===== src/hdl/cxpc_pkg.sv =====
`timescale 1ns / 1ps

package cxpc_pkg;

  localparam int unsigned ByteW = 8;

  typedef enum logic {
    OP_ENCODE = 1'b0,
    OP_DECODE = 1'b1
  } op_e;

  // One input word after unpacking from the stream
  typedef struct packed {
    op_e             operation;
    logic [ByteW-1:0] data_byte;
    logic [ByteW-1:0] rand_key;
    logic            first_byte;
    logic            last_byte;
  } item_t;

  // One result word
  typedef struct packed {
    logic [ByteW-1:0] result_byte;
    logic            end_of_packet;
    logic            checksum_ok;
  } res_t;

endpackage


===== src/hdl/chained_xor_packet_codec_unit.sv =====
`timescale 1ns / 1ps

// Byte-serial packet codec with two chained XOR layers and a sum checksum.
// Slave stream: one word per byte of the protected region, checksum byte
// first. tdata carries data_byte and rand_key, tuser the operation (encode
// or decode) and the packet-start flag, tlast the final byte of the packet.
// Master stream: one word per input word, in order. tdata is the coded byte,
// tlast copies the input tlast, tuser is the checksum result, set only on
// the last byte of a decoded packet whose payload sum matches.
// The user must load the fixed key through cfg_we_i/cfg_wdata_i only while
// the block is idle; the block itself does not enforce this. A word is taken
// into the input register, then the chain logic loads the output register,
// which drives the master stream. Throughput is one word per cycle while the
// receiver does not stall; the single 8-bit add-and-XOR chain update sets it.
// Reset empties both registers and clears the chain state and the key.
// When the receiver stalls, the output register holds its word and the input
// register fills; tready drops only when both are occupied.
module chained_xor_packet_codec_unit import cxpc_pkg::*; (
  input  logic             clk_i,
  input  logic             rst_ni,
  input  logic             cfg_we_i,
  input  logic [ByteW-1:0] cfg_wdata_i,
  input  logic             s_axis_tvalid,
  output logic             s_axis_tready,
  input  logic [15:0]      s_axis_tdata,   // [7:0] data_byte, [15:8] rand_key
  input  logic [1:0]       s_axis_tuser,   // [0] operation, [1] first_byte
  input  logic             s_axis_tlast,
  output logic             m_axis_tvalid,
  input  logic             m_axis_tready,
  output logic [7:0]       m_axis_tdata,   // [7:0] result_byte
  output logic             m_axis_tuser,   // [0] checksum_ok
  output logic             m_axis_tlast
);

  logic [ByteW-1:0] fixed_key_q;
  logic             in_valid_q, in_valid_d;
  item_t            in_word_q;
  logic             out_valid_q, out_valid_d;
  res_t             out_word_q;
  res_t             res;
  logic             out_free, advance, accept;

  assign out_free      = !out_valid_q || m_axis_tready;
  assign advance       = in_valid_q && out_free;
  assign s_axis_tready = !in_valid_q || out_free;
  assign accept        = s_axis_tvalid && s_axis_tready;

  assign in_valid_d  = accept || (in_valid_q && !advance);
  assign out_valid_d = advance || (out_valid_q && !m_axis_tready);

  always_ff @(posedge clk_i or negedge rst_ni) begin
    if (!rst_ni) begin
      fixed_key_q <= '0;
      in_valid_q  <= 1'b0;
      out_valid_q <= 1'b0;
    end else begin
      if (cfg_we_i) begin
        fixed_key_q <= cfg_wdata_i;
      end
      in_valid_q  <= in_valid_d;
      out_valid_q <= out_valid_d;
    end
  end

  always_ff @(posedge clk_i) begin
    if (accept) begin
      in_word_q.operation  <= op_e'(s_axis_tuser[0]);
      in_word_q.data_byte  <= s_axis_tdata[7:0];
      in_word_q.rand_key   <= s_axis_tdata[15:8];
      in_word_q.first_byte <= s_axis_tuser[1];
      in_word_q.last_byte  <= s_axis_tlast;
    end
    if (advance) begin
      out_word_q <= res;
    end
  end

  cxpc_chain u_chain (
    .clk_i       (clk_i),
    .rst_ni      (rst_ni),
    .advance_i   (advance),
    .item_i      (in_word_q),
    .fixed_key_i (fixed_key_q),
    .res_o       (res)
  );

  assign m_axis_tvalid = out_valid_q;
  assign m_axis_tdata  = out_word_q.result_byte;
  assign m_axis_tuser  = out_word_q.checksum_ok;
  assign m_axis_tlast  = out_word_q.end_of_packet;

endmodule


===== src/hdl/cxpc_chain.sv =====
`timescale 1ns / 1ps

module cxpc_chain import cxpc_pkg::*; (
  input  logic             clk_i,
  input  logic             rst_ni,
  input  logic             advance_i,
  input  item_t            item_i,
  input  logic [ByteW-1:0] fixed_key_i,
  output res_t             res_o
);

  logic [ByteW-1:0] prev_plain_q,  prev_plain_d;
  logic [ByteW-1:0] prev_cipher_q, prev_cipher_d;
  logic [ByteW-1:0] position_q,    position_d;
  logic [ByteW-1:0] packet_key_q,  packet_key_d;
  logic [ByteW-1:0] expected_q,    expected_d;
  logic [ByteW-1:0] sum_q,         sum_d;

  logic [ByteW-1:0] pp, pc, pos, key, sum_cur;
  logic [ByteW-1:0] step, plain_mix, cipher_mix;
  logic [ByteW-1:0] plain, inner, cipher;

  always_comb begin
    // packet start clears the chains before this word is processed
    pp      = item_i.first_byte ? '0 : prev_plain_q;
    pc      = item_i.first_byte ? '0 : prev_cipher_q;
    pos     = item_i.first_byte ? '0 : position_q;
    sum_cur = item_i.first_byte ? '0 : sum_q;
    key     = item_i.first_byte ? item_i.rand_key : packet_key_q;

    step       = pos + ByteW'(1);
    plain_mix  = pp + key + step;
    cipher_mix = pc + fixed_key_i + step;

    unique case (item_i.operation)
      OP_ENCODE: begin
        plain  = item_i.data_byte;
        inner  = plain ^ plain_mix;
        cipher = inner ^ cipher_mix;
      end
      OP_DECODE: begin
        cipher = item_i.data_byte;
        inner  = cipher ^ cipher_mix;
        plain  = inner ^ plain_mix;
      end
      default: begin
        plain  = item_i.data_byte;
        inner  = plain ^ plain_mix;
        cipher = inner ^ cipher_mix;
      end
    endcase

    // checksum byte is latched, later plain bytes are summed
    if (item_i.first_byte) begin
      expected_d = plain;
      sum_d      = sum_cur;
    end else begin
      expected_d = expected_q;
      sum_d      = sum_cur + plain;
    end

    prev_plain_d  = inner;
    prev_cipher_d = cipher;
    position_d    = pos + ByteW'(1);
    packet_key_d  = key;

    res_o.result_byte   = (item_i.operation == OP_DECODE) ? plain : cipher;
    res_o.end_of_packet = item_i.last_byte;
    res_o.checksum_ok   = item_i.last_byte && (item_i.operation == OP_DECODE) &&
                          (sum_d == expected_d);
  end

  always_ff @(posedge clk_i or negedge rst_ni) begin
    if (!rst_ni) begin
      prev_plain_q  <= '0;
      prev_cipher_q <= '0;
      position_q    <= '0;
      packet_key_q  <= '0;
      expected_q    <= '0;
      sum_q         <= '0;
    end else if (advance_i) begin
      prev_plain_q  <= prev_plain_d;
      prev_cipher_q <= prev_cipher_d;
      position_q    <= position_d;
      packet_key_q  <= packet_key_d;
      expected_q    <= expected_d;
      sum_q         <= sum_d;
    end
  end

endmodule

===== config.mk =====
export PLATFORM = sky130hd
export DESIGN_NAME = chained_xor_packet_codec_unit
export DESIGN_NICKNAME = d
export VERILOG_FILES = /design/src/hdl/cxpc_pkg.sv /design/src/hdl/chained_xor_packet_codec_unit.sv /design/src/hdl/cxpc_chain.sv
export SDC_FILE = /design/constraint.sdc
export NUM_CORES = 1
export LEC_CHECK = 0
export BUFFER_PORTS_ARGS = -buffer_cell sky130_fd_sc_hd__buf_2
export CORE_MARGIN = 2
export CORE_UTILIZATION = 40
export CTS_CLUSTER_DIAMETER = 100
export DETAILED_ROUTE_END_ITERATION = 10
export PLACE_DENSITY = 0.55
export SYNTH_ARGS = -nofsm -noshare
export SYNTH_HDL_FRONTEND = slang
export SYNTH_SLANG_ARGS = --single-unit
export TNS_END_PERCENT = 30

===== constraint.sdc =====
create_clock -name clk_i -period 7.3 [get_ports clk_i]
set_input_delay 0.365 -clock clk_i [delete_from_list [all_inputs] [get_ports clk_i]]
set_output_delay 0.365 -clock clk_i [all_outputs]
set_load 0.02 [all_outputs]

* Yosys cells after proc, flatten, opt, wreduce, memory -nomap -nowiden
Cells that the tools add are included.
** Storage, ports and cells
- Register bits :: 87
- Output and inout bits :: 12
** Operators by class
- Add/sub/neg operators :: 6
- Eq/ne operators :: 1
- Multiplexer cells :: 11
- Bitwise gates (word level) :: 5
- Reduce and logical (&&, ||, !) cells :: 14
** Operators by type and width (count)
- $mux W8 :: 8
- $pmux W8 S2 :: 3
- $add A8 B8 Y8 :: 5
- $xor A8 B8 Y8 :: 4
- $add A8 B1 Y8 const B :: 1
- $eq A8 B8 Y1 :: 1
- $logic_and A1 B1 Y1 :: 6
- $logic_not A1 Y1 :: 4
- $logic_or A1 B1 Y1 :: 4
- $not A1 Y1 :: 1

* Logic depth before layout (Yosys ltp)
Gate-level depths: netlist (run 1).
- Depth after elaboration :: 10
- Mapped depth :: 27
- Depth with buffers taken out :: 24

* By module
A second synthesis (run 1) with hierarchy kept.
** Second synthesis, totals
- Cells, all modules :: 495
- Area total of the unflattened synthesis :: 5345.1 um^2
** By module, submodules not included
- cxpc_chain :: instances 1, cells each 441, area each 4053.9 um^2, sequential area each 1201.2 um^2
- chained_xor_packet_codec_unit :: instances 1, cells each 54, area each 1291.2 um^2, sequential area each 1121.1 um^2

* Worst setup path after synthesis (run 1)
Ideal clock, no wire load.
- Path kind :: reg-to-reg
- Start point :: register in_word_q[1] (netlist bit)
- End point :: register out_word_q, in the netlist m_axis_tuser (data pin)
- Library setup time :: 0.146 ns
- Arrival time :: 5.442 ns
- Required time :: 7.154 ns
- Path slack :: 1.713 ns
- Stages on the path, launching flop included :: 26
- Buffers on the path :: 4
- Clock period less this slack :: 5.587 ns
- Cell sequence :: edfxtp_1 > clkbuf_1 > buf_1 > clkbuf_1 > nor2b_1 > ha_1 > xnor2_1 > inv_1 > fa_1 > inv_1 > fa_1 > nor2b_1 > o31ai_1 > a21boi_0 > xnor2_1 > nor2_1 > xor2_1 > ha_1 > clkbuf_1 > xor2_1 > nor2b_1 > a221oi_1 > o22ai_1 > nor3b_1 > o21ai_1 > a21oi_1
** RTL lines
- start, declared :: line chained_xor_packet_codec_unit.sv:37 : item_t in_word_q;
- end signal, assigned :: line chained_xor_packet_codec_unit.sv:74 : out_word_q <= res;
- end, declared :: line chained_xor_packet_codec_unit.sv:39 : res_t out_word_q;

==> results.cfg, run 1 <==
[status]
status = finished clean

[logic_synthesis]
ys_warn_count = 0
synthTopCellsByCount = dfrtp_1 (58), nand2_1 (50), xnor2_1 (45)
synth_top_cell_area_share_pct = 27.72
synth.area.top_cells = dfrtp_1 (28%), edfxtp_1 (17%), xnor2_1 (7.5%), fa_1 (6.5%), ha_1 (4.8%)
synthAdderAreaFrac_pct = 11.28
synthMuxAreaShare_pct = 5.736
syn_nets = 572
synth-xor-area-share_pct = 11.35
synth-simple-area-share_pct = 12.19
syn_area_per_cell_um2 = 10.41
synth-edff-count = 29
yosysTopAreaCell = dfrtp_1
postSynthCellCount = 503
synth_compound_area_share_pct = 10.85
synthArstFlopShare_pct = 66.67
ys_ff_latch = 87
synth.distinct_cells = 44
yosysSeqAreaShare_pct = 44.36
synth.most_common_cell = dfrtp_1
syn_area_um2 = 5235
synth_flop_cell = dfrtp_1
synth_top_family_by_area = simple AND/OR/NAND/NOR gates

[clocking]
cts_hold_buf = 0
tritoncts = built
clock_sinks = 87
cts_resized = 0
ctsRootBufferMaster = clkbuf_16
clock_path_buffers = 2
clk_pin_slew_ns = 0.07
cts_setup_buffers = 0
cts-buffers-inserted = 9
htree_levels = 3
insertion_delay_ns = 0.35

[route]
remaining_drc_errors = 0
viasPerCell = 4.905
ant_nets = 0
drtPass1Iterations = 4
wire_per_inst_um = 15.58
routed-via-count = 3507
drt-initial-drc-count = 206
wl_mm = 11.14

[power_and_ir_drop]
comb_power_share_pct = 52.3
internal_power_mw = 1.541
sw_frac_of_total_pct = 40.60
finalPower_mw = 2.594
p_sw_mw = 1.053
pwr-share-seq_pct = 28.9
power_density_nw_per_um2 = 437.9
p_leak_nw = 2.618
vdd_drop_max_mv = 0.1691
power.share.clock_pct = 18.8

[critical_path]
start_kind = flip-flop
crit_fanout = 24
path_cells = nor2b_1 -> ha_1 -> nand3_1 -> xor2_1 -> nor2_1 -> inv_1 -> fa_1 -> inv_1 -> ha_1 -> o21a_1 -> o31a_1 -> a21oi_1 -> xnor2_1 -> nor2_1 -> xor2_1 -> ha_1 -> xor2_1 -> nor2b_1 -> a221oi_1 -> o22ai_1 -> nor3b_1 -> o21ai_1 -> a21oi_1
path_class = reg2reg
cp_data_arrival_time_ns = 6.08
worst_ep_required_time_ns = 7.51
critical-path-max-stage-delay_ns = 0.74
end_kind = flip-flop
rr_worst_depth = 23
slowest_stage = edfxtp_1

[hold_path]
min_path_type = in2async

[finish]
antennaDiodeCount = 0
final_area_um2 = 5923
nets = 607
multi_input_area_um2 = 2694
final_layout_size_suffix_gt1_share_pct = 16.02
fillCellCount = 1205
regArea_um2 = 2322
area_delta_synth_final_pct = 13.15

[global_routing]
track_usage_pct = 17.27
grt-ovfl-total = 0
grt_pass1_wl_mm = 18.67
grt_pass1_vias = 3520
antenna_found_initial = 0
grt_max_degree = 72

[timing]
timing.fmax_mhz = 170.4
relSlewSlack_pct = 31.41
report.final.slew_viol_count = 0
setup_viol = 0
rsz0062_at_grt = no
fin_crit_sh_pct = 80.40
setup_ws_ns = 1.431
final.setup.tns_ns = 0
hold_slack_ns = 0.1807
min_period_ns = 5.869
tightest_slew_ns = 1.029
skew_ns = 0.005285
timing_hold_violations_final = 0

[placed_design]
placed_area_um2 = 5612
io_buffer_count = 43
place_ws_ns = 1.385
dpl.hpwl_mm = 7.831
gp_congestion = 0.8165

[floorplanning]
start_util_pct = 41.15
core_area_um2 = 12720
std_cell_rows = 41
fp.dieH_um = 118.4
die_w_um = 118.4
die_area_um2 = 14020
boundaryPins = 44

[job]
max-cap-violations = 0
final timing paths:
kind	slack, ns	startpoint	to
max reg2reg	1.43	in_word_q[1]	m_axis_tuser
min reg2reg	0.47	u_chain.prev_cipher_q[3]	u_chain.prev_cipher_q[3]
min in group clk_i	0.18	s_axis_tdata[10]	in_word_q[4]
min	0.18	rst_ni	fixed_key_q[1]
max	1.43	in_word_q[1]	m_axis_tuser
max in group asynchronous	6.61	rst_ni	in_valid_q
worst max-delay path: cells and delay by family, from the launching register on:
family          cells  cell delay (ns)
compound gates      7             1.16
xor+xnor            4             0.87
fa+ha+maj           4             1.51
buf+inv             2             0.16
flops               1             0.74
simple gates        6             1.27
state kept, by name, indices dropped and copies added (netlist names):
name	flops
in_word_q	19
fixed_key_q	8
m_axis_tdata	8
u_chain.expected_q	8
u_chain.packet_key_q	8
u_chain.position_q	8
u_chain.prev_cipher_q	8
u_chain.prev_plain_q	8
u_chain.sum_q	8
in_valid_q	1
m_axis_tlast	1
m_axis_tuser	1
m_axis_tvalid	1
metrics by stage:
stage                     util [%]  cells
final                        46.56    715
after global routing         46.56    715
after CTS                    46.56    715
after detailed placement     44.11    699
after global placement       44.11    699
after floorplan                  -    503
placed cells by master, fill, tap and decap left out, types with 2 or more instances in the layout:
cell	instances
edfxtp_1	29
inv_1	35
xor2_1	21
buf_4	4
a211oi_1	3
nand2b_1	18
nand2_1	49
nor2_1	27
or2_2	2
o22ai_1	2
nor3_1	2
a21oi_2	2
clkbuf_16	9
nor2b_1	21
a22o_1	4
ha_1	20
nand3_1	4
inv_8	2
mux2i_1	12
o211a_1	2
nand3b_1	2
buf_2	43
o31ai_1	3
dfrtp_1	58
o21bai_1	4
nand4_1	3
a21o_1	5
xnor2_1	45
mux2_2	16
fa_1	17
inv_6	3
o21ai_0	44
o21a_1	2
a21oi_1	14
power by group through the flow:
| stage | registers (mW) | logic (mW) | clock network [mW] |
|---|---|---|---|
| after global placement | 0.755 | 1.35 | 0 |
| after detailed placement | 0.757 | 1.36 | 0 |
| after global routing | 0.765 | 1.52 | 0.524 |
| after CTS | 0.750 | 1.37 | 0.503 |
| after floorplan | 0.764 | 1.06 | 0 |
| final | 0.749 | 1.36 | 0.489 |
metal layers:
metal | wire, um | track usage, %
met4 | 149 | 5.580
met1 | 5854 | 25.22
met5 | 0 | 0
met3 | 393 | 3.668
met2 | 4742 | 25.58
area by class of cell:
type | count | area share, %
Inverter | 36 | 2.281
Timing Repair Buffer | 47 | 4.140
Tap cell | 172 | 3.633
Multi-Input combinational cell | 357 | 45.48
Clock inverter | 7 | 1.458
Clock buffer | 9 | 3.802
Sequential cell | 87 | 39.21
kinds of logic (layout without fill, tap and decap cells):
| kind of cell | Yosys count | count (layout) |
|---|---|---|
| adders and majority gates | 37 | 37 |
| xor gates and xnor gates | 67 | 67 |
| buffers and inverters | 59 | 99 |
| muxes | 28 | 28 |
| DFF | 87 | 87 |
| AOI/OAI and AO/OA | 92 | 92 |
| and+or+nand+nor | 133 | 133 |
Note: power is estimated with default switching activity, not from simulation.
==> run 2, diff against run 1 <==
Settings changed: PLACE_DENSITY 0.55 to 0.57.
Clock period 7.3 ns to 4.7 ns, I/O delays scaled along.
==> run 2 against run 1 <==
- sequential power increased by 55%
- clock skew up 0.0011 ns
- non-clock buffer count up 33
- largest cell class unchanged
- final area up 9.5%
- via count is 5.8% higher
- worst setup slack worse by 1.4 ns
- combinational power up 100%
- largest power group unchanged
- clock power is 83% higher
- critical path depth fell by 1
- wire length is 6.0% higher
- the run now ends with negative setup slack left
- count of clock-buffer cells in the layout increased by 2
==> results.cfg, run 2 (same netlist as run 1, synthesis figures left out) <==
[timing]
min_period_ns = 4.713
hold_slack_ns = 0.06008
skew_ns = 0.006372
timing.fmax_mhz = 212.2
report.final.slew_viol_count = 0
rsz0062_at_grt = yes
tightest_slew_ns = 0.9110
setup_ws_ns = -0.01289
final.setup.tns_ns = -0.01289
relSlewSlack_pct = 39.26
fin_crit_sh_pct = 100.3
setup_viol = 1
timing_hold_violations_final = 0

[hold_path]
min_path_type = in2reg
min_from = s_axis_tuser[0]
min_to = in_word_q[18]
whs_path_depth = 1

[floorplanning]
die_area_um2 = 14020
boundaryPins = 44
std_cell_rows = 41
die_w_um = 118.4
core_area_um2 = 12720
fp.dieH_um = 118.4
start_util_pct = 41.15

[placed_design]
dp.cells = 725
io_buffer_count = 43
placed_area_um2 = 5862
place_ws_ns = -0.1149
dpl.hpwl_mm = 8.505
gp_congestion = 0.8971

[job]
max-cap-violations = 0

[finish]
finish.utilization_pct = 50.96
final_area_um2 = 6484
largest_reg_flops = 19
antennaDiodeCount = 0
area_delta_synth_final_pct = 23.85
layout.cells.non_filler = 748
layout.cells.most_common = dfrtp_1
fillCellCount = 1173
layout_common_cells = dfrtp_1 (58), nand2_1 (49), buf_2 (43)
final_layout_size_suffix_gt1_share_pct = 27.08
top_register = in_word_q
nets = 640

[global_routing]
track_usage_pct = 18.01
grt_pass1_vias = 3902
grt_pass1_wl_mm = 19.71
grt_max_degree = 71
grt-ovfl-total = 0
antenna_found_initial = 0

[critical_path]
r2r-end = m_axis_tuser
r2r-start = in_word_q[1]
worst_ep_required_time_ns = 4.90
end_kind = flip-flop
cp_data_arrival_time_ns = 4.91
startpoint = in_word_q[1]
path_class = reg2reg
r2r_slack_ns = -0.01
start_kind = flip-flop
rr_worst_depth = 22
crit_fanout = 6

[power_and_ir_drop]
vdd_drop_max_mv = 0.2631
finalPower_mw = 4.823
power_density_nw_per_um2 = 743.8
p_leak_nw = 2.863

[route]
viasPerCell = 4.959
routed-via-count = 3709
wl_mm = 11.81
drt-initial-drc-count = 165
wire_per_inst_um = 15.78
ant_nets = 0
remaining_drc_errors = 0
drtPass1Iterations = 4

[clocking]
clk_pin_slew_ns = 0.06
cts-buffers-inserted = 9
insertion_delay_ns = 0.35
clock_path_buffers = 2
htree_levels = 3
clock_sinks = 87
cts_hold_buf = 0
ctsRootBufferMaster = clkbuf_16
tritoncts = built

[status]
violations = negative setup slack
status = finished with violations
==> run 2: cell types whose count changed in the layout (fill, tap and decap cells not counted), sizes merged <==
cell      before  now
buf           47   80
inv           41   36
bufinv         1    4
clkbuf         9   11
clkinv         0    1
clkinvlp       1    0
==> run 2: worst max path at each step <==
stage | to | slack [ns] | cells after the start
final | m_axis_tuser | -0.01 | 22
after detailed placement | m_axis_tuser | -0.11 | 24
after CTS | m_axis_tuser | -0.05 | 23
after global routing | m_axis_tuser | -0.29 | 22
after global placement | m_axis_tuser | -0.04 | 24
after floorplan | m_axis_tuser | -0.18 | 27
==> run 2: area by class of cell <==
type / count / area (um^2) / area share [%]
Clock inverter: 5 / 128.9 / 1.988
Inverter: 36 / 135.1 / 2.084
Multi-Input combinational cell: 357 / 2939 / 45.33
Timing Repair Buffer: 80 / 500.5 / 7.719
Sequential cell: 87 / 2322 / 35.82
Clock buffer: 11 / 242.7 / 3.744
Tap cell: 172 / 215.2 / 3.319
==> run 2: routing by layer <==
metal	vias to the layer above	GRT usage [%]	part of all wire, %
li1	1812	-	-
met2	62	29.15	48
met3	23	4.006	3.7
met4	0	6.696	2.2
met1	1812	23.65	46
met5	-	0	0
==> run 2: what timing repair did <==
| action | CTS | global route |
|---|---|---|
| setup buffers | 0 | 7 |
| pin swaps | 1 | 28 |
| setup endpoints to repair | 2 | 4 |
| gates resized for setup | 2 | 35 |
==> run 2: worst max-delay path, cell delays in order, from the launching register on <==
cell and delay, ns:
edfxtp_1 0.49, nor2b_2 0.19, ha_2 0.25, xnor2_2 0.16, inv_2 0.06, fa_1 0.49
ha_1 0.30, a21o_1 0.16, a21oi_2 0.19, o21bai_1 0.10, a21oi_2 0.18, xor2_2 0.21
xnor2_1 0.10, mux2_4 0.29, ha_4 0.26, xor2_1 0.17, nand2b_1 0.13, inv_1 0.07
a221oi_2 0.26, o22ai_1 0.11, nor3b_1 0.18, o21ai_1 0.09, a21oi_1 0.12
==> run 2: power breakdown <==
part | internal, mW | leakage, nW | total, mW | switching, mW
logic | 1.38 | 1.68 | 2.77 | 1.39
clock network | 0.589 | 0.180 | 0.893 | 0.304
registers | 1.04 | 0.999 | 1.16 | 0.122
==> run 3, diff against run 2 <==
Settings changed: HOLD_SLACK_MARGIN set to 0.05, RECOVER_POWER set to 100.
==> run 3 against run 2 <==
- the run ends with max-capacitance violations, max-slew violations, negative setup slack left
- critical path depth unchanged
- final area increased by 1.1%
- count of clock-buffer cells in the layout did not move
- hold slack better by 0.0021 ns
- maximum frequency is 0.22% higher
- wire length grew 0.76%
- clock power is essentially flat
- largest cell class unchanged
- utilization grew 0.56 points
- die area unchanged
- critical endpoint unchanged
- final cell count up 1.3%
==> results.cfg, run 3 (same netlist as run 1, synthesis figures left out) <==
[clocking]
ctsRootBufferMaster = clkbuf_16
insertion_delay_ns = 0.35
htree_levels = 3
tritoncts = built
clock_path_buffers = 2
cts-buffers-inserted = 9
clock_sinks = 87
clk_pin_slew_ns = 0.07

[power_and_ir_drop]
comb_power_share_pct = 57.3
power_density_nw_per_um2 = 735.0
vdd_drop_max_mv = 0.2633
sw_frac_of_total_pct = 37.63
finalPower_mw = 4.818
pwr-share-seq_pct = 24.1
power.share.clock_pct = 18.5
internal_power_mw = 3.005
p_sw_mw = 1.813
p_leak_nw = 2.861

[floorplanning]
core_area_um2 = 12720
boundaryPins = 44
std_cell_rows = 41
fp.dieH_um = 118.4
start_util_pct = 41.15
die_w_um = 118.4
die_area_um2 = 14020

[critical_path]
path_class = reg2reg
crit_fanout = 6
start_kind = flip-flop
cp_data_arrival_time_ns = 4.90
worst_ep_required_time_ns = 4.90
end_kind = flip-flop

[global_routing]
grt_pass1_wl_mm = 19.85
antenna_found_initial = 0
grt-ovfl-total = 0
track_usage_pct = 18.11
grt_max_degree = 71
grt_pass1_vias = 3934

[finish]
largest_reg_flops = 19
antennaDiodeCount = 0
area_delta_synth_final_pct = 25.22
final_layout_size_suffix_gt1_share_pct = 23.89
layout_common_cells = dfrtp_1 (58), nand2_1 (50), o21ai_0 (41)
final_area_um2 = 6555
nets = 650
layout.cells.most_common = dfrtp_1
multi_input_area_um2 = 2937
fillCellCount = 1173
top_register = in_word_q
regArea_um2 = 2322

[timing]
tightest_slew_ns = 3.371
timing.fmax_mhz = 212.7
setup_viol = 1
report.final.slew_viol_count = 130
skew_ns = 0.006507
timing_hold_violations_final = 0
relSlewSlack_pct = -124.8
setup_ws_ns = -0.002468
min_period_ns = 4.702
rsz0062_at_grt = yes
fin_crit_sh_pct = 100.1
final.setup.tns_ns = -0.002468

[hold_path]
min_path_type = in2reg

[placed_design]
io_buffer_count = 43
gp_congestion = 0.8971
placed_area_um2 = 5862
dpl.hpwl_mm = 8.505

[route]
viasPerCell = 4.923
remaining_drc_errors = 0
wire_per_inst_um = 15.70
routed-via-count = 3732
wl_mm = 11.90
drt-initial-drc-count = 162
ant_nets = 0
drtPass1Iterations = 4

[job]
max-cap-violations = 2

[status]
violations = max-capacitance violations, max-slew violations, negative setup slack
status = finished with violations
==> run 3: cell types whose count changed in the layout (fill, tap and decap cells not counted) <==
cell           previous run  this run
clkbuf_1                  1        16
buf_2                    43        31
dlygate4sd3_1             0        10
buf_4                    35        32
and2_0                    0         1
and2_1                    1         0
nand2_1                  49        50
nand2_2                   1         0
==> run 3: power by group through the flow <==
stage / logic (mW) / clock network, mW / registers (mW)
after floorplan: 1.72 / 0 / 1.19
final: 2.76 / 0.893 / 1.16
after CTS: 2.48 / 0.911 / 1.16
after global placement: 2.39 / 0 / 1.16
after detailed placement: 2.45 / 0 / 1.17
after global routing: 3.06 / 0.941 / 1.19
==> run 3: worst paths after layout <==
path,from,endpoint,cells after the start,slack [ns]
setup / recovery,in_word_q[1],m_axis_tuser,22,-0.002
hold / removal,s_axis_tlast,in_word_q[0],1,0.06
setup reg to reg,in_word_q[1],m_axis_tuser,22,-0.002
hold reg to reg,u_chain.sum_q[0],u_chain.sum_q[0],2,0.48
max in group asynchronous,rst_ni,u_chain.position_q[6],2,1.68
min in group asynchronous,rst_ni,fixed_key_q[1],2,1.13
==> run 3: critical path: stages, from the launching register on <==
cell	delay (ns)
edfxtp_1	0.49
nor2b_2	0.19
ha_2	0.25
xnor2_2	0.16
inv_2	0.06
fa_1	0.49
ha_1	0.30
a21o_1	0.16
a21oi_2	0.19
o21bai_1	0.10
a21oi_2	0.18
xor2_2	0.21
xnor2_1	0.10
mux2_4	0.29
ha_4	0.26
xor2_1	0.17
nand2b_1	0.13
inv_1	0.07
a221oi_2	0.26
o22ai_1	0.11
nor3b_1	0.18
o21ai_1	0.08
a21oi_1	0.12
==> run 3: through the flow <==
step                      hold slack, ns  worst slack [ns]  std cells  util [%]
final                            0.06217         -0.002468        758     51.52
after global routing             0.05164           -0.2906        758     51.52
after CTS                        0.05056          -0.04550        750     49.72
after detailed placement          0.4131           -0.1149        725     46.08
after global placement            0.4110          -0.04392        725     46.08
after floorplan                 -0.06059           -0.1761        503         -
==> run 3: repair_timing <==
| item | CTS | global route |
|---|---|---|
| pin swaps | 1 | 28 |
| gates resized for setup | 2 | 35 |
| buffers inserted | 0 | 7 |
| setup endpoints to repair | 2 | 4 |
| endpoints found under the hold margin | 9 | 1 |
| hold buffers | 9 | 1 |
==> run 3: metal layers <==
layer | part of all wire (%) | track usage (%)
met5 | 0 | 0
met3 | 4.0 | 4.006
met1 | 46 | 23.81
met2 | 48 | 29.34
met4 | 2.2 | 6.696
==> run 3: layout make-up <==
| class | count | area share [%] |
|---|---|---|
| clock inverter | 5 | 1.966 |
| tap | 172 | 3.283 |
| timing repair buffer | 90 | 8.761 |
| sequential | 87 | 35.43 |
| clock buffer | 11 | 3.703 |
| inverter | 36 | 2.061 |
| multi-input combinational | 357 | 44.80 |
